### src/design/lhtl_pkg.sv
// lhtl_pkg: shared types and constants of the lower hull tie-line finder
`timescale 1ns / 1ps

package lhtl_pkg;

  // field widths
  localparam int unsigned XW = 17;
  localparam int unsigned EW = 32;
  localparam int unsigned PW = 4;

  // reset value of the gap threshold
  localparam logic [XW-1:0] GapReset = XW'(993);

  // one hull stack entry
  typedef struct packed {
    logic [XW-1:0]        x;
    logic signed [EW-1:0] e;
    logic [PW-1:0]        phase;
  } entry_t;

  // commands from the controller to the datapath
  typedef struct packed {
    logic load_point;  // capture the incoming point
    logic push;        // push the held point, or flag overflow when full
    logic pop;         // drop the top vertex
    logic refill_rd;   // address the stack at the new second entry
    logic refill;      // load the second entry from the stack read data
    logic emit_first;  // take vertex 0 as the current vertex
    logic emit_step;   // present the current vertex, advance to the next
    logic emit_last;   // present the final vertex and clear the hull
    logic rd_inc;      // advance the emission read index
  } cmd_t;

  // status from the datapath to the controller
  typedef struct packed {
    logic dup;       // point has the composition of the top vertex
    logic cnt_ge2;   // two or more vertices held
    logic cnt_ge3;   // three or more vertices held
    logic pop_ok;    // turn is not strictly positive
    logic last_pt;   // held point closes the set
    logic single;    // hull has one vertex
    logic more;      // another vertex follows the one being read
    logic out_free;  // output register can take a result
    logic rd_zero;   // emission read index is at the first vertex
  } status_t;

endpackage

### src/design/lhtl_ctrl.sv
// lhtl_ctrl: sequencer for point insertion and hull emission
`timescale 1ns / 1ps

module lhtl_ctrl (
  input  logic             clk_i,
  input  logic             rst_ni,
  input  logic             s_tvalid_i,
  output logic             s_tready_o,
  input  lhtl_pkg::status_t status_i,
  output lhtl_pkg::cmd_t    cmd_o
);

  typedef enum logic [9:0] {
    StIdle   = 10'b00_0000_0001,
    StDup    = 10'b00_0000_0010,
    StCmp    = 10'b00_0000_0100,
    StRefill = 10'b00_0000_1000,
    StMul    = 10'b00_0001_0000,
    StPush   = 10'b00_0010_0000,
    StEWait  = 10'b00_0100_0000,
    StEFirst = 10'b00_1000_0000,
    StEStep  = 10'b01_0000_0000,
    StELast  = 10'b10_0000_0000
  } state_e;

  state_e state_q, state_d;
  state_e done_st;

  // where to go once the point has been pushed or skipped
  assign done_st = status_i.last_pt ? StEWait : StIdle;

  assign s_tready_o = (state_q == StIdle);

  // next state and commands
  always_comb begin
    state_d = state_q;
    cmd_o   = '0;
    unique case (state_q)
      StIdle: begin
        if (s_tvalid_i) begin
          cmd_o.load_point = 1'b1;
          state_d          = StDup;
        end
      end
      StDup: begin
        if (status_i.dup) begin
          state_d = done_st;
        end else if (status_i.cnt_ge2) begin
          state_d = StCmp;
        end else begin
          cmd_o.push = 1'b1;
          state_d    = done_st;
        end
      end
      StCmp: begin
        cmd_o.refill_rd = 1'b1;
        if (status_i.pop_ok) begin
          cmd_o.pop = 1'b1;
          state_d   = status_i.cnt_ge3 ? StRefill : StPush;
        end else begin
          cmd_o.push = 1'b1;
          state_d    = done_st;
        end
      end
      StRefill: begin
        cmd_o.refill = 1'b1;
        state_d      = StMul;
      end
      StMul: begin
        state_d = StCmp;
      end
      StPush: begin
        cmd_o.push = 1'b1;
        state_d    = done_st;
      end
      StEWait: begin
        state_d = status_i.rd_zero ? StEFirst : StEStep;
      end
      StEFirst: begin
        cmd_o.emit_first = 1'b1;
        if (status_i.single) begin
          state_d = StELast;
        end else begin
          cmd_o.rd_inc = 1'b1;
          state_d      = StEWait;
        end
      end
      StEStep: begin
        if (status_i.out_free) begin
          cmd_o.emit_step = 1'b1;
          if (status_i.more) begin
            cmd_o.rd_inc = 1'b1;
            state_d      = StEWait;
          end else begin
            state_d = StELast;
          end
        end
      end
      StELast: begin
        if (status_i.out_free) begin
          cmd_o.emit_last = 1'b1;
          state_d         = StIdle;
        end
      end
      default: begin
        state_d = StIdle;
      end
    endcase
  end

  // state register
  always_ff @(posedge clk_i or negedge rst_ni) begin
    if (!rst_ni) begin
      state_q <= StIdle;
    end else begin
      state_q <= state_d;
    end
  end

endmodule

### config.mk
export PLATFORM = sky130hd
export DESIGN_NAME = lhtl_ctrl
export DESIGN_NICKNAME = d
export VERILOG_FILES = /design/src/design/lhtl_pkg.sv /design/src/design/lhtl_ctrl.sv
export SDC_FILE = /design/constraint.sdc
export NUM_CORES = 1
export LEC_CHECK = 0
export BUFFER_PORTS_ARGS = -buffer_cell sky130_fd_sc_hd__buf_2
export CORE_MARGIN = 5
export CORE_UTILIZATION = 50
export CTS_CLUSTER_DIAMETER = 150
export DETAILED_ROUTE_END_ITERATION = 10
export PLACE_DENSITY = 0.75
export REMOVE_ABC_BUFFERS = 1
export SLEW_MARGIN = 20
export SYNTH_ARGS = -nofsm -noshare
export SYNTH_HDL_FRONTEND = slang
export SYNTH_SLANG_ARGS = --single-unit
### constraint.sdc
create_clock -name clk_i -period 2.1 [get_ports clk_i]
set_input_delay 0.42 -clock clk_i [delete_from_list [all_inputs] [get_ports clk_i]]
set_output_delay 0.42 -clock clk_i [all_outputs]
set_load 0.01 [all_outputs]
Yosys cells after proc, flatten, opt, wreduce, memory -nomap -nowiden

Index checks and enable logic that the tools add are counted.

Register bits: 10
Output and inout bits: 10

Equality and inequality tests: 13
Mux-type cells: 29
Reductions and logical operators: 1

Operators by type and width:

| operator               | count |
|---|---|
| $pmux W10 S10          | 1 |
| $mux W10               | 6 |
| $mux W7                | 3 |
| $mux W1                | 14 |
| $eq A10 B1 Y1 const B  | 1 |
| $eq A10 B10 Y1 const B | 1 |
| $eq A10 B2 Y1 const B  | 1 |
| $eq A10 B3 Y1 const B  | 1 |
| $eq A10 B4 Y1 const B  | 1 |
| $eq A10 B5 Y1 const B  | 1 |
| $eq A10 B6 Y1 const B  | 1 |
| $eq A10 B7 Y1 const B  | 1 |
| $eq A10 B8 Y1 const B  | 1 |
| $eq A10 B9 Y1 const B  | 1 |
| $mux W9                | 1 |
| $mux W6                | 1 |
| $ne A2 B2 Y1 const B   | 3 |
| $pmux W1 S3            | 1 |
| $reduce_and A3 Y1      | 1 |
| $mux W2                | 1 |
| $pmux W1 S2            | 1 |

Depth between registers and ports, before layout

Word-level depth: 4
Depth in mapped cells: 6
Gate-level depth less buffers: 5

Worst setup path after synthesis

Ideal clock, no wire load.

Path kind: reg-to-output
Start point: register state_q[7]
End point: output port cmd_o[6] in the netlist's numbering
Data arrival time: 1400 ps
Path slack: 280 ps
Cell stages (with the launch flop): 6
Path buffers: 0
Path through: dfrtp_1 -> nor4_4 -> nand2_2 -> nor2_1 -> nand2_1 -> inv_1

RTL lines:

| what                   | line             | source |
|---|---|---|
| from (decl)            | lhtl_ctrl.sv:26  | `state_e state_q, state_d;` |
| from (signal assigned) | lhtl_ctrl.sv:114 | `state_q <= StIdle;` |
| from (signal assigned) | lhtl_ctrl.sv:116 | `state_q <= state_d;` |
| to (decl)              | lhtl_ctrl.sv:10  | `output lhtl_pkg::cmd_t cmd_o` |

==> results.txt <==
- The synthesized design devotes to its leading area cell type approximately 28% of total area.
- For this design the static power due to leakage is ~0.53 nW.
- CTS clock-pin slew for the worst setup and hold paths: 0.08 ns
- Global routing consumed, over all layers together, 17.6% of the routing resources.
- For this run, the slowest stage of the critical path takes about 0.46 ns.
- Walking the worst path, the cells encountered are nor4_4, and3b_1, and3_4, nand2b_1, nand2_1, buf_2.
- TritonCTS created 3 clock buffers.
- Standard cell core area: 1520 um^2
- Worst slew slack as a fraction of its limit: about three quarters
- Die Width: 50.2 um
- At the worst endpoint, the required time is 1.68 ns.
- STA puts the critical path data arrival time at 1.78 ns.
- Across the VDD grid, the largest voltage drop is between 0.0005 and 0.0006 V.
- Final design area excluding fillers: 1090 um^2
- Register ranked first by flip-flop count: state_q
* RSZ-0062 raised after global routing: true
- Leading registers by flop count: state_q (10)
- Final Non-Filler Cells: approximately 140
- The first TritonRoute pass finished after 4 iterations.
- No sink is reached through more buffers than the 2 on the longest clock path.
- After detailed routing, the number of remaining DRC violations is 0.
- The completed layout was analyzed and its total power is 0.920 mW.
- Clock tree synthesis found a total of 10 sinks.
- The critical path is of the reg -> out type.
- P per Cell Area: 843 nW/um^2
- The detailed router finished its first iteration with between 60 and 70 violations.
* Max reg flops: 10
- Minimum setup slack in the final design: -0.0952 ns
* Final-report hold violation count: 0
- Yosys warning count: 0
- Deepest level of the CTS H-tree: 1
- Slowest CP cell: sky130_fd_sc_hd__dfrtp_2
- Synthesis produced a netlist whose cell count is 93.
- The die is between 50 and 60 um tall.
* Global-route wire length before repair: around 3500 um
* Weighted congestion reported at the end of routability-driven placement: 0.907
* Origin of the critical flop-to-flop path: state_q[1]
* Cell area after synthesis: a little over 800 um^2
* CTS tree: done
- The layout has about 120 filler cells.
* Combined area of the multi-input logic cells: 541 um^2
- Placement row count: 14
- Timing would allow up to about 460 MHz.
* Sum of net half-perimeters after detailed placement: between 1000 and 1500 um
- The detail route stage leaves a number of antenna-violating nets equal to 0.
* # port buffers: 21
- After detailed routing, the total wire length is between 2000 and 2500 um.
- The number of global-route vias before repair was slightly below 800.
- Count of unique library cells instantiated by Yosys: 38
* CP max FO: 8
* Post-route clock period utilization: 105%
- Number of enable-type register cells in the synthesized netlist: 0
- Sequential cell area: ~260 um^2
- Post-detailed-route wirelength per cell: roughly 16 um
- Sequential-to-total area share from yosys stat: about 31%
* Worst hold path startpoint: status_i[6]
- Largest net degree at the start of global routing: 13
- After synthesis the netlist holds a flip-flop and latch count of 10.
* Actual slew at the worst max-slew pin: roughly 0.38 ns
- Including well taps, the total number of placed cells is ~130.
* Boundary Pins: 22
- Main flop type after synthesis: sky130_fd_sc_hd__dfrtp_1
* Clock latency on the worst-skew pair: 0.28 ns
- Final max-slew violation count: 0
- In this run the clock root is driven by a sky130_fd_sc_hd__clkbuf_4.
- Initial core utilization: 53.1%
- Cell taking the most area after synthesis: sky130_fd_sc_hd__dfrtp_1
- By area the synthesized netlist is led by sky130_fd_sc_hd__dfrtp_1 28%, sky130_fd_sc_hd__nor2_1 5.6%, sky130_fd_sc_hd__nor4_4 5.3%, sky130_fd_sc_hd__nor3_1 4.9%, sky130_fd_sc_hd__buf_6 4.2%.
* Worst hold path class: in -> reg
- Max-capacitance violation count: 0
* Post-layout minimum cycle time: approximately 2.2 ns
- The net count of the finished layout is 141.
- Vias after detailed routing: between 800 and 900
- Clock skew on the completed layout was measured at approximately 0.0045 ns.
- The checks that failed: negative setup slack.
- In the routed layout, each cell is associated on average with a via count of slightly above 6.
- Element type at the critical path end: output port
- P&R area growth vs syn: 34.9%
- Critical path origin: state_q[1]
- Standard cell area after detailed placement: roughly 920 um^2
- Each instance of the synthesized netlist takes up on average between 8 and 9 um^2.
- Share of final-layout standard cells stronger than drive strength 1: 48.4%
- Type of element launching the critical path: register
- Run status: finished with violations
* Global route overflow: 0
- Ant diodes: 0
- Die Area: 2520 um^2
* Number of antenna violations at the first check in global routing: 0
- Async set or reset register ratio after synthesis: 100%
* Finish-stage setup viols: 3
[what timing repair did]
| action | in CTS | in global routing |
|---|---|---|
| setup endpoints to repair | 7 | 6 |
| setup buffers | 5 | 5 |
| resized for setup | 6 | 10 |
| pin swaps | 5 | 8 |
| hold buffers | 1 | 0 |
| endpoints found under the hold margin | 6 | 0 |
[synthesized netlist by cell type (all sizes together) (2+ instances only)]
library cell and number:
nand2 7, nand4 3, dfrtp 9, o21ai 8, inv 5, and3 3
nor3 9, o221ai 2, buf 4, xor2 2, nor4 3, nor2b 2
nor3b 2, nand4b 2, nor2 13, and4 2, nand3 2
[kinds of logic after synthesis]
kind of cell | share of synthesized area (%)
flops | 31.1
simple gates | 43.4
buf+inv | 8.35
compound gates | 13.9
xor+xnor | 3.25
[power breakdown]
group          internal [mW]  leakage (nW)  total [mW]  switching (mW)
sequential             0.226         0.129       0.284          0.0577
clock                  0.105        0.0210       0.186          0.0804
combinational          0.223         0.381       0.451           0.228
[routing by layer]
| metal | vias up | share of wire [%] | global-route usage, % |
|---|---|---|---|
| li1 | 414 | - | - |
| met1 | 412 | 40 | 23.5 |
| met2 | 49 | 50 | 26.6 |
| met3 | 6 | 7.6 | 4.14 |
| met4 | 0 | 1.7 | 8.30 |
| met5 | - | 0 | 0 |
[stage by stage]
step	setup TNS, ns	hold slack [ns]	worst slack [ns]	utilization, %
after floorplan	0	0.124	0.253	-
after global placement	0	0.294	0.193	60.1
after detailed placement	0	0.294	0.129	60.1
after CTS	-0.110	0.295	-0.0734	66.4
after global routing	-0.674	0.304	-0.168	71.7
final	-0.169	0.289	-0.0952	71.7
[critical path, delay by kind of cell, from the launching register on]
family | cells | cell delay, ns
AND/OR/NAND/NOR | 5 | 0.90
buffers and inverters | 1 | 0.13
flip-flops | 1 | 0.46
[layout by cell type (no fill, tap or decap), types with 2 or more instances in the layout]
master / Yosys / final
sky130_fd_sc_hd__and3_1: 3 / 2
sky130_fd_sc_hd__buf_4: 1 / 14
sky130_fd_sc_hd__xor2_1: 2 / 2
sky130_fd_sc_hd__and4_1: 2 / 2
sky130_fd_sc_hd__dfrtp_2: 0 / 4
sky130_fd_sc_hd__nor2b_1: 2 / 2
sky130_fd_sc_hd__o21ai_1: 4 / 4
sky130_fd_sc_hd__nor2_1: 12 / 8
sky130_fd_sc_hd__nand4b_1: 2 / 2
sky130_fd_sc_hd__dfrtp_1: 9 / 5
sky130_fd_sc_hd__nand3_2: 2 / 2
sky130_fd_sc_hd__nor2_2: 1 / 3
sky130_fd_sc_hd__nor3_1: 8 / 6
sky130_fd_sc_hd__nand2_1: 6 / 5
sky130_fd_sc_hd__nand4_1: 3 / 3
sky130_fd_sc_hd__nor4_4: 2 / 2
sky130_fd_sc_hd__nor3_4: 1 / 2
sky130_fd_sc_hd__nor3b_1: 2 / 2
sky130_fd_sc_hd__inv_1: 5 / 5
sky130_fd_sc_hd__buf_2: 0 / 21
sky130_fd_sc_hd__nand2_2: 1 / 2
sky130_fd_sc_hd__clkbuf_4: 1 / 3
sky130_fd_sc_hd__nor2_4: 0 / 2
sky130_fd_sc_hd__o21ai_0: 4 / 4
[layout make-up]
class	instances	share of cell area (%)
multi-input combinational	73	49.5
sequential	10	23.5
timing repair buffer	36	20.2
clock buffer	4	3.32
tap	16	1.83
inverter	5	1.72
[worst paths after layout]
path / to / slack, ns / depth (start not counted)
worst max-delay path: cmd_o[0] / -0.1 / 6
worst min-delay path: state_q[5] / 0.29 / 2
worst max register to register: state_q[0] / 0.28 / 6
worst min register to register: state_q[1] / 0.64 / 2
max in group asynchronous: state_q[0] / 1.32 / 2
min in group asynchronous: state_q[9] / 0.52 / 2
Note: power is estimated with default switching activity, not from simulation.
